[src/rtl/assert_macros.svh]
// Assertion macros shared by the RTL of the glob matcher.
// Needs a clock named clk and an active-low reset named rst_n in scope.
`ifndef ASSERT_MACROS_SVH
`define ASSERT_MACROS_SVH

// Same-cycle implication, checked on every rising edge out of reset.
`define ASSERT_SAME(label, ante, cons, msg) \
    label: assert property (@(posedge clk) disable iff (!rst_n) (ante) |-> (cons)) \
        else $error(msg);

// Next-cycle implication.
`define ASSERT_NEXT(label, ante, cons, msg) \
    label: assert property (@(posedge clk) disable iff (!rst_n) (ante) |=> (cons)) \
        else $error(msg);

`endif

[src/rtl/psgm_pkg.sv]
// Package for the prefix/substring glob matcher: widths, register codes, lane helper.
// No dependencies.
package psgm_pkg;

    localparam int CFG_W   = 64;
    localparam int ADDR_W  = 6;
    localparam int LEN_W   = 4;
    localparam int POS_W   = 5;
    localparam int LANES   = 8;

    localparam logic [POS_W-1:0] POS_MAX = 5'd31;

    typedef enum logic [2:0] {
        REG_MATCH_ALL     = 3'd0,
        REG_PREFIX_TEXT   = 3'd1,
        REG_PREFIX_LEN    = 3'd2,
        REG_PREFIX_EXACT  = 3'd3,
        REG_MIDDLE_TEXT   = 3'd4,
        REG_MIDDLE_LEN    = 3'd5,
        REG_MIDDLE_AT_END = 3'd6
    } reg_idx_t;

    function automatic logic [7:0] get_lane(input logic [CFG_W-1:0] word,
                                            input logic [2:0] idx);
        return word[8*idx +: 8];
    endfunction

endpackage

[src/rtl/prefix_and_substring_glob_match.sv]
// Beats enter the input register; a last beat's verdict goes to the result register.
// Throughput: one byte per cycle; a last byte waits only while the result register is full.
// The per-byte work is one pass of lane compares between the input and result registers.
// Reset (rst_n, async, active low) clears config, valid flags, per-value state; no sweep.
// Depends on psgm_pkg, psgm_middle_cmp and assert_macros.svh.
`include "assert_macros.svh"

module prefix_and_substring_glob_match
    import psgm_pkg::*;
#(
    parameter int PATTERN_BYTES = 8
)
(
    input  logic              clk,
    input  logic              rst_n,
    // input stream
    input  logic              s_tvalid,
    output logic              s_tready,
    input  logic [7:0]        s_tdata,   // [7:0] character
    input  logic              s_tlast,
    // result stream
    output logic              m_tvalid,
    input  logic              m_tready,
    output logic [7:0]        m_tdata,   // [0] matched, [7:1] zero
    // configuration
    input  logic              psel,
    input  logic              penable,
    input  logic              pwrite,
    input  logic [ADDR_W-1:0] paddr,
    input  logic [CFG_W-1:0]  pwdata,
    output logic [CFG_W-1:0]  prdata,
    output logic              pready
);

    localparam int WIN_W = PATTERN_BYTES * 8;
    localparam logic [LEN_W-1:0] LEN_LIMIT = LEN_W'(PATTERN_BYTES);

    // configuration registers
    logic             match_all_reg;
    logic [CFG_W-1:0] prefix_text_reg;
    logic [LEN_W-1:0] prefix_len_reg;
    logic             prefix_exact_reg;
    logic [CFG_W-1:0] middle_text_reg;
    logic [LEN_W-1:0] middle_len_reg;
    logic             middle_at_end_reg;

    // input stage
    logic             s1_valid_reg;
    logic [7:0]       s1_char_reg;
    logic             s1_last_reg;

    // per-value state
    logic [POS_W-1:0] pos_reg, pos_next;
    logic             pgood_reg, pgood_next;
    logic [WIN_W-1:0] window_reg, window_next;
    logic             mseen_reg, mseen_next;

    // result register
    logic             out_valid_reg;
    logic             out_matched_reg, out_matched_next;

    logic             advance;
    logic             cfg_write;
    reg_idx_t         cfg_idx;
    logic [LEN_W-1:0] plen, mlen;
    logic [WIN_W+7:0] window_cat;
    logic [POS_W-1:0] count;
    logic [POS_W-1:0] need_len;
    logic             window_hit;
    logic             mid_hit;

    assign pready    = 1'b1;
    assign cfg_write = psel && penable && pwrite && pready;
    assign cfg_idx   = reg_idx_t'(paddr[5:3]);

    always_ff @(posedge clk or negedge rst_n)
    begin
        if (!rst_n)
        begin
            match_all_reg     <= 1'b0;
            prefix_text_reg   <= '0;
            prefix_len_reg    <= '0;
            prefix_exact_reg  <= 1'b0;
            middle_text_reg   <= '0;
            middle_len_reg    <= '0;
            middle_at_end_reg <= 1'b0;
        end
        else if (cfg_write)
        begin
            case (cfg_idx)
                REG_MATCH_ALL:     match_all_reg     <= pwdata[0];
                REG_PREFIX_TEXT:   prefix_text_reg   <= pwdata;
                REG_PREFIX_LEN:    prefix_len_reg    <= pwdata[LEN_W-1:0];
                REG_PREFIX_EXACT:  prefix_exact_reg  <= pwdata[0];
                REG_MIDDLE_TEXT:   middle_text_reg   <= pwdata;
                REG_MIDDLE_LEN:    middle_len_reg    <= pwdata[LEN_W-1:0];
                REG_MIDDLE_AT_END: middle_at_end_reg <= pwdata[0];
                default:           ;
            endcase
        end
    end

    always_comb
    begin
        case (cfg_idx)
            REG_MATCH_ALL:     prdata = CFG_W'(match_all_reg);
            REG_PREFIX_TEXT:   prdata = prefix_text_reg;
            REG_PREFIX_LEN:    prdata = CFG_W'(prefix_len_reg);
            REG_PREFIX_EXACT:  prdata = CFG_W'(prefix_exact_reg);
            REG_MIDDLE_TEXT:   prdata = middle_text_reg;
            REG_MIDDLE_LEN:    prdata = CFG_W'(middle_len_reg);
            REG_MIDDLE_AT_END: prdata = CFG_W'(middle_at_end_reg);
            default:           prdata = '0;
        endcase
    end

    // A byte without last never touches the result register, so it always moves on.
    assign advance  = s1_valid_reg && (!s1_last_reg || !out_valid_reg || m_tready);
    assign s_tready = !s1_valid_reg || advance;

    always_ff @(posedge clk or negedge rst_n)
    begin
        if (!rst_n)
        begin
            s1_valid_reg <= 1'b0;
        end
        else if (s_tready)
        begin
            s1_valid_reg <= s_tvalid;
        end
    end

    always_ff @(posedge clk)
    begin
        if (s_tready && s_tvalid)
        begin
            s1_char_reg <= s_tdata;
            s1_last_reg <= s_tlast;
        end
    end

    assign plen = (prefix_len_reg > LEN_LIMIT) ? LEN_LIMIT : prefix_len_reg;
    assign mlen = (middle_len_reg > LEN_LIMIT) ? LEN_LIMIT : middle_len_reg;

    assign window_cat = {window_reg, s1_char_reg};
    assign count      = (pos_reg < POS_MAX) ? pos_reg + 1'b1 : POS_MAX;
    assign need_len   = POS_W'(plen) + POS_W'(mlen);

    psgm_middle_cmp #(
        .PATTERN_BYTES(PATTERN_BYTES)
    ) u_middle_cmp (
        .window      (window_cat[WIN_W-1:0]),
        .middle_text (middle_text_reg),
        .mlen        (mlen),
        .hit         (mid_hit)
    );

    // The middle only counts once it lies wholly past the prefix.
    assign window_hit = (mlen != '0) && (count >= need_len) && mid_hit;

    always_comb
    begin
        pgood_next = pgood_reg;
        if ((pos_reg < POS_W'(plen)) &&
            (s1_char_reg != get_lane(prefix_text_reg, pos_reg[2:0])))
        begin
            pgood_next = 1'b0;
        end

        out_matched_next = 1'b1;
        if (match_all_reg)
        begin
            out_matched_next = 1'b1;
        end
        else if (prefix_exact_reg)
        begin
            out_matched_next = (plen != '0) && pgood_next && (count == POS_W'(plen));
        end
        else
        begin
            if ((plen != '0) && !(pgood_next && (count >= POS_W'(plen))))
            begin
                out_matched_next = 1'b0;
            end
            if (mlen != '0)
            begin
                if (middle_at_end_reg)
                begin
                    if (!window_hit)
                    begin
                        out_matched_next = 1'b0;
                    end
                end
                else if (!(mseen_reg || window_hit))
                begin
                    out_matched_next = 1'b0;
                end
            end
        end

        // Drop per-value state once the verdict is out.
        if (s1_last_reg)
        begin
            pos_next    = '0;
            pgood_next  = 1'b1;
            window_next = '0;
            mseen_next  = 1'b0;
        end
        else
        begin
            pos_next    = count;
            window_next = window_cat[WIN_W-1:0];
            mseen_next  = mseen_reg || window_hit;
        end
    end

    always_ff @(posedge clk or negedge rst_n)
    begin
        if (!rst_n)
        begin
            pos_reg    <= '0;
            pgood_reg  <= 1'b1;
            window_reg <= '0;
            mseen_reg  <= 1'b0;
        end
        else if (advance)
        begin
            pos_reg    <= pos_next;
            pgood_reg  <= pgood_next;
            window_reg <= window_next;
            mseen_reg  <= mseen_next;
        end
    end

    always_ff @(posedge clk or negedge rst_n)
    begin
        if (!rst_n)
        begin
            out_valid_reg <= 1'b0;
        end
        else if (advance && s1_last_reg)
        begin
            out_valid_reg <= 1'b1;
        end
        else if (m_tready)
        begin
            out_valid_reg <= 1'b0;
        end
    end

    always_ff @(posedge clk)
    begin
        if (advance && s1_last_reg)
        begin
            out_matched_reg <= out_matched_next;
        end
    end

    assign m_tvalid = out_valid_reg;
    assign m_tdata  = {7'd0, out_matched_reg};

    `ASSERT_NEXT(a_clear_after_last, advance && s1_last_reg, (pos_reg == '0) && pgood_reg && !mseen_reg, "per-value state not cleared after last beat")
    `ASSERT_NEXT(a_pos_saturates, advance && !s1_last_reg && (pos_reg == POS_MAX), pos_reg == POS_MAX, "byte position wrapped past its ceiling")
    `ASSERT_NEXT(a_match_all_passes, advance && s1_last_reg && match_all_reg, m_tvalid && m_tdata[0], "match-all verdict not delivered as a pass")
    `ASSERT_SAME(a_last_held_when_full, s1_valid_reg && s1_last_reg && out_valid_reg && !m_tready, !s_tready && !advance, "last beat advanced into a full result register")

endmodule

[src/rtl/psgm_middle_cmp.sv]
// Middle-text comparator: does the newest mlen bytes of the window equal the middle?
// Depends on psgm_pkg.
module psgm_middle_cmp
    import psgm_pkg::*;
#(
    parameter int PATTERN_BYTES = 8
)
(
    input  logic [PATTERN_BYTES*8-1:0] window,      // newest byte in lane 0
    input  logic [CFG_W-1:0]           middle_text,
    input  logic [LEN_W-1:0]           mlen,        // already clamped
    output logic                       hit
);

    logic [PATTERN_BYTES:1] hit_vec;

    // One candidate per middle length; the oldest byte of the run meets middle lane 0.
    always_comb
    begin
        hit_vec = '0;
        for (int m = 1; m <= PATTERN_BYTES; m++)
        begin
            hit_vec[m] = 1'b1;
            for (int i = 0; i < m; i++)
            begin
                if (window[8*(m-1-i) +: 8] != get_lane(middle_text, 3'(i)))
                begin
                    hit_vec[m] = 1'b0;
                end
            end
        end
    end

    always_comb
    begin
        hit = 1'b0;
        for (int m = 1; m <= PATTERN_BYTES; m++)
        begin
            if (mlen == LEN_W'(m))
            begin
                hit = hit_vec[m];
            end
        end
    end

endmodule
[config.mk]
export PLATFORM = sky130hd
export DESIGN_NAME = prefix_and_substring_glob_match
export DESIGN_NICKNAME = d
export VERILOG_FILES = /design/src/rtl/psgm_pkg.sv /design/src/rtl/prefix_and_substring_glob_match.sv /design/src/rtl/psgm_middle_cmp.sv
export VERILOG_INCLUDE_DIRS = /design/src /design/src/rtl
export SDC_FILE = /design/constraint.sdc
export NUM_CORES = 1
export LEC_CHECK = 0
export ABC_AREA = 1
export BUFFER_PORTS_ARGS = -buffer_cell sky130_fd_sc_hd__buf_2
export CORE_MARGIN = 5
export CORE_UTILIZATION = 54
export DETAILED_ROUTE_END_ITERATION = 10
export MAX_ROUTING_LAYER = met4
export PLACE_DENSITY = 0.77
export REMOVE_ABC_BUFFERS = 1
export SYNTH_ARGS = -nofsm -noshare
export SYNTH_HDL_FRONTEND = slang
export SYNTH_SLANG_ARGS = --single-unit
[constraint.sdc]
create_clock -name clk -period 2.5 [get_ports clk]
set_clock_uncertainty 0.05 [all_clocks]
set_input_delay 0.375 -clock clk [delete_from_list [all_inputs] [get_ports clk]]
set_output_delay 0.375 -clock clk [all_outputs]
set_load 0.01 [all_outputs]
Word-level counts from Yosys, hierarchy flattened
Index checks and enable logic that the tools add are counted.
W data, S select, Z words.
{"block": "totals", "ff_bits": 214, "latch_bits": 0, "ram_bits": 0, "romBits": 0, "input_bits": 86, "output_inout_bits": 75, "wordCells": 169, "mem_count": 0}
{"block": "classes", "add_sub_neg": 2, "multipliers": 0, "n_div": 0, "magnitude_cmp": 6, "n_eq_ne": 52, "n_shift": 1, "mux": 61, "n_bitwise": 0, "reduce_logical": 31}
{"operator": "$pmux W64 S7", "n": 1}
{"operator": "$ne A8 B8 Y1", "n": 37}
{"operator": "$shiftx A64 B7 Y8", "n": 1}
{"operator": "$mux W56", "n": 1}
{"operator": "$mux W1", "n": 55}
{"operator": "$eq A4 B3 Y1 const B", "n": 4}
{"operator": "$reduce_and A2 Y1", "n": 7}
{"operator": "$logic_and A1 B1 Y1", "n": 12}
{"operator": "$mux W5", "n": 2}
{"operator": "$eq A3 B3 Y1 const B", "n": 3}
{"operator": "$eq A4 B2 Y1 const B", "n": 2}
{"operator": "$gt A4 B4 Y1 const B", "n": 2}
{"operator": "$mux W4", "n": 2}
{"operator": "$reduce_bool A4 Y1", "n": 2}
{"operator": "$eq A3 B2 Y1 const B", "n": 2}
{"operator": "$add A4 B4 Y5", "n": 1}
{"operator": "$add A5 B1 Y5 const B", "n": 1}
{"operator": "$eq A5 B4 Y1", "n": 1}
{"operator": "$ge A5 B4 Y1", "n": 1}
{"operator": "$ge A5 B5 Y1", "n": 1}
{"operator": "$lt A5 B4 Y1", "n": 1}
{"operator": "$lt A5 B5 Y1 const B", "n": 1}
{"operator": "$eq A4 B1 Y1 const B", "n": 1}
{"operator": "$eq A4 B4 Y1 const B", "n": 1}
{"operator": "5 further kinds", "n": 11}

Depth between registers and ports, before layout
{"block": "depth", "depth_word": 17, "mapped_depth": 18, "ltp_nobuf": 16}

Modules after synthesis
A second synthesis with hierarchy kept.
{"block": "hier_totals", "hier_cells": 1935, "hier_area_um2": 14351.3}
{"mod": "prefix_and_substring_glob_match", "instances": 1, "cells_per_inst": 1175, "area_each_um2": 10058.4, "seq_area_each_um2": 5406.4}
{"mod": "psgm_middle_cmp", "instances": 1, "cells_per_inst": 760, "area_each_um2": 4292.9, "seq_area_each_um2": 0.0}

Worst setup path after synthesis
OpenSTA, ideal clock, no wires.
{"block": "synth_timing", "path_type": "register to register", "start": "register middle_len_reg[3]", "end": "register out_matched_reg, data pin", "setup_ps": 252, "arrival_ps": 2397, "required_ps": 2198, "slack_ps": -199, "stages_incl_launch_ff": 17, "path_cell_list": "dfrtp_1 -> inv_1 -> nand2_1 -> inv_1 -> ha_1 -> fa_1 -> inv_1 -> ha_1 -> a21oi_1 -> o21bai_1 -> a21o_1 -> a21oi_1 -> nor2_1 -> nand2_1 -> nand2_1 -> nand2_1 -> nand2_1"}
{"block": "synth_via", "elab_chain_cells": 17, "word_cells_on_any_way": 29, "cone_classes": "add/sub: 1; order compare: 2; eq/ne: 8; mux: 14; reduce/logical: 4"}
{"item": "from (decl)", "line": "prefix_and_substring_glob_match.sv:44", "source": "logic [LEN_W-1:0] middle_len_reg;"}
{"item": "from (signal assigned)", "line": "prefix_and_substring_glob_match.sv:96", "source": "REG_MIDDLE_LEN: middle_len_reg <= pwdata[LEN_W-1:0];"}
{"item": "$gt A4 B4 Y1", "line": "prefix_and_substring_glob_match.sv:143", "source": "assign mlen = (middle_len_reg > LEN_LIMIT) ? LEN_LIMIT : middle_len_reg;"}
{"item": "$mux W4 (*)", "line": "prefix_and_substring_glob_match.sv:143"}
{"item": "$eq A4 B1 Y1", "line": "psgm_middle_cmp.sv:39", "source": "if (mlen == LEN_W'(m))"}
{"item": "$mux W1 (8 in a row)", "line": "psgm_middle_cmp.sv:39"}
{"item": "$logic_and A1 B1 Y1", "line": "prefix_and_substring_glob_match.sv:159", "source": "assign window_hit = (mlen != '0) && (count >= need_len) && mid_hit;"}
{"item": "$logic_or A1 B1 Y1", "line": "prefix_and_substring_glob_match.sv:194", "source": "else if (!(mseen_reg || window_hit))"}
{"item": "$mux W1", "line": "prefix_and_substring_glob_match.sv:194"}
{"item": "$mux W1", "line": "prefix_and_substring_glob_match.sv:187", "source": "if (middle_at_end_reg)"}
{"item": "$mux W1 (*)", "line": "prefix_and_substring_glob_match.sv:185", "source": "if (mlen != '0)"}
{"item": "$mux W1 (*)", "line": "prefix_and_substring_glob_match.sv:175", "source": "else if (prefix_exact_reg)"}
{"item": "to (signal assigned)", "line": "prefix_and_substring_glob_match.sv:255", "source": "out_matched_reg <= out_matched_next;"}
{"item": "to (decl)", "line": "prefix_and_substring_glob_match.sv:60", "source": "logic out_matched_reg, out_matched_next;"}
Every way passes the cells marked *; elsewhere a longest branch is shown, timed or not.
A chain may end at the register's enable or synchronous reset.

Final worst setup path
Ends and elaborated chain as after synthesis.

==> metrics.md <==
| Metric | Value |
|---|---|
| Status | finished with violations |
| Failing checks | negative setup slack |
| Antenna Nets Post-Route | 0 |
| Minimum setup slack in the final design | -48.17 ps |
| Sequential area share after synthesis | 39.00% |
| Starting DRT DRC Count | 1,971 |
| Most frequent CP cell | nand2_1 |
| Achievable Freq | 0.3924 GHz |
| Largest net degree at the start of global routing | 129 |
| Synthesized area per cell | 7.509 um^2 |
| Avg WL per Cell | 25.10 um |
| CTS Buffer Depth | 3 |
| Antenna violations before repair | 1 |
| Critical Path AT | 2790 ps |
| CTS tree | done |
| CP endpoint kind | flop |
| Critical-path top delay cell | fa_1 |
| GR Util met1 | 56.28% |
| Worst Tran Pin Value | 1193 ps |
| Setup tns final | -48.17 ps |
| Placed cells | 2,331 |
| I/O pins | 161 |
| Die Y-Extent | 170.2 um |
| CP Launch Point | middle_len_reg[3] |
| Reg clk slew, reported paths | 70 ps |
| Setup violators final | 1 |
| Hold Path Origin | pwdata[45] |
| Met3 usage | 9.570% |
| Via count | 14,490 |
| Slowest stage delay, CP | 530 ps |
| Worst setup SP type | flop |
| Share of layout cells above drive strength 1 | 18.02% |
| Post-DR vias/cell | 6.050 |
| Synth Warn # | 0 |
| Starting density of the core | 54.89% |
| CP top delay family | adder cells |
| Commonest non-fill, non-tap cell in the layout | nand2_1 |
| Crit-path max FO | 3 |
| Final nets | 2,150 |
| Main synth FF type | dfrtp_1 |
| Top cells by area, synth | dfrtp_1 (37%), nand2_1 (10%), xnor2_1 (7.4%) |
| Clock latency on the worst-skew pair | 540 ps |
| Design area | 0.01652 mm^2 |
| Std-Cell Rows | 58 |
| Die area | 0.02897 mm^2 |
| WP buf/inv | 4 |
| CTS sink count | 214 |
| Crit Path Category | flop to flop |
| Routability Congestion | 1.129 |
| Post-route insts no fill | 2,395 |
| Syn-to-layout area delta | 19.18% |
| Worst vdd rail ir drop | 0.0006557 V |
| Global route hottest layer | met2 |
| DRC viols | 0 |
| Worst-path cell chain | inv_2 -> buf_6 -> nand2_4 -> inv_2 -> fa_1 -> inv_1 -> ha_1 -> a21oi_1 -> o21bai_1 -> a21o_1 -> a21oi_2 -> nor2_1 -> nand2_1 -> nand2_1 -> nand2_1 -> nand2_1 |
| H-tree depth | 1 |
| Part of the cycle the worst path needs | 101.9% |
| Slew Limit Fails | 0 |
| Number of max-cap violations | 0 |
| First-pass GRT wire length | 89,400 um |
| WL final | 60,100 um |
| Reg2Reg Capture Point | out_matched_reg |
| Met2 GRT Util | 63.60% |
| Hold Path End | middle_text_reg[45] |
| Drt first pass iters | 5 |
| Mapped Cells | 1,846 |
| PortBufs | 149 |
| Post-Synthesis Cell Area | 0.01386 mm^2 |
| Minimum clock period | 2548 ps |
| Core area | 0.02525 mm^2 |
| Cell Pwr Density | 829.7 mW/mm^2 |
| Die width | 170.2 um |
| Yosys top cell area share | 36.65% |
| Post-synth EDFFs | 10 |
| Worst hold slack | 10.26 ps |
| Commonest non-fill, non-tap cells in the layout | nand2_1 (366), inv_1 (223), dfrtp_1 (202) |
| Final hold violations | 0 |
| Flops & latches, synth | 214 |
| Leakage power | 0.007901 uW |
| Congestion Overflow GR | 0 |
| Vias in the first global route | 14,130 |
| GR Util All Layers | 42.37% |
| Worst Hold Class | input pin to flop |
| RSZ-0062 raised after global routing | yes |
| Worst r2r src | middle_len_reg[3] |
| Slew HR | 20.35% |
| R2R depth | 16 |
| Post-synth cell types | 45 |
| Placed instance area | 0.01554 mm^2 |
| Async set-reset flop share out of synthesis | 95.33% |
| Final core occ | 65.42% |
| Reg-to-reg slack, setup | -50 ps |
| Detailed Place HPWL | 45,530 um |
| Leading area contributor after synthesis | dfrtp_1 |
| Clock buffer count from CTS | 25 |
| Hold path depth | 3 |
| Root Buffer Master | clkbuf_16 |
| CP required | 2740 ps |
==> worst max path at each step <==
stage	depth (start not counted)	endpoint
after floorplan	4	middle_text_reg[0]
after global placement	16	out_matched_reg
after detailed placement	16	out_matched_reg
after CTS	16	out_matched_reg
after global routing	16	out_matched_reg
final	16	out_matched_reg
==> synthesized netlist by cell type, types with 2 or more instances <==
cell	instances
nor2_1	172
a21oi_1	65
ha_1	17
buf_6	6
inv_1	228
nand3_2	2
o211ai_1	2
dfrtp_1	203
o22ai_1	152
inv_2	4
a211oi_1	3
edfxtp_1	10
clkbuf_2	2
xor2_1	74
a21boi_0	2
o21ai_0	94
mux2_2	8
buf_2	54
o21ai_1	10
nand3_1	83
conb_1	2
buf_1	10
nand4_1	41
a221o_1	3
buf_4	22
nor3_1	23
nand2_1	372
nand3b_1	4
clkbuf_1	46
xnor2_1	117
==> timing repair <==
item | CTS | global route
hold buffers | 13 | 0
cloned | 0 | 0
endpoints found under the setup margin | 2 | 3
buffers inserted | 5 | 0
resized for setup | 15 | 4
pin swaps | 11 | 6
endpoints found under the hold margin | 73 | 0
==> cell type report <==
cell class | instances | area, um^2
Inverter | 235 | 889.6
Antenna cell | 1 | 2.502
Clock buffer | 32 | 681.9
Clock inverter | 13 | 75.07
Multi-Input combinational cell | 1263 | 6949
Fill cell | 2178 | 8733
Tap cell | 330 | 412.9
Timing Repair Buffer | 307 | 2102
Sequential cell | 214 | 5408
==> power by group <==
part | internal [uW] | switching [uW] | leakage, uW | total, uW
Clock | 1930 | 1570 | 0.000376 | 3500
Combinational | 2030 | 3220 | 0.00501 | 5250
Sequential | 4070 | 894 | 0.00252 | 4960
Total | 8020 | 5680 | 0.00790 | 13700
==> routing by layer <==
layer | wire [um] | vias to the layer above | part of all wire, %
met1 | 23290 | 6888 | 39
met5 | 0 | - | 0
met3 | 7107 | 196 | 12
li1 | - | 6360 | -
met2 | 26560 | 1045 | 44
met4 | 3145 | 0 | 5.2
==> logic make-up (layout without fill, tap and decap cells) <==
kind of cell	after synthesis	in the layout	share of synthesized area (%)
compound gates	339	339	14.03
other cells	2	9	0.05418
buf+inv	375	587	11.63
simple gates	699	699	20.89
xor+xnor	191	191	12.07
flops	214	214	39.00
fa+ha+maj	18	18	1.679
mux	8	8	0.6499
==> per-stage QoR <==
stage / setup WS [ps] / power, uW
2_1_floorplan: -2988 / 7478
5_1_grt: -173.8 / 14250
3_3_place_gp: -167.6 / 9857
6_report: -48.17 / 13710
4_1_cts: -47.22 / 13490
3_5_place_dp: -195.4 / 9941
==> worst min-delay path: stages <==
cell,delay [ps]
buf_2,90
nand2_1,50
o21ai_0,60
Power figures use the tool's default switching activity.
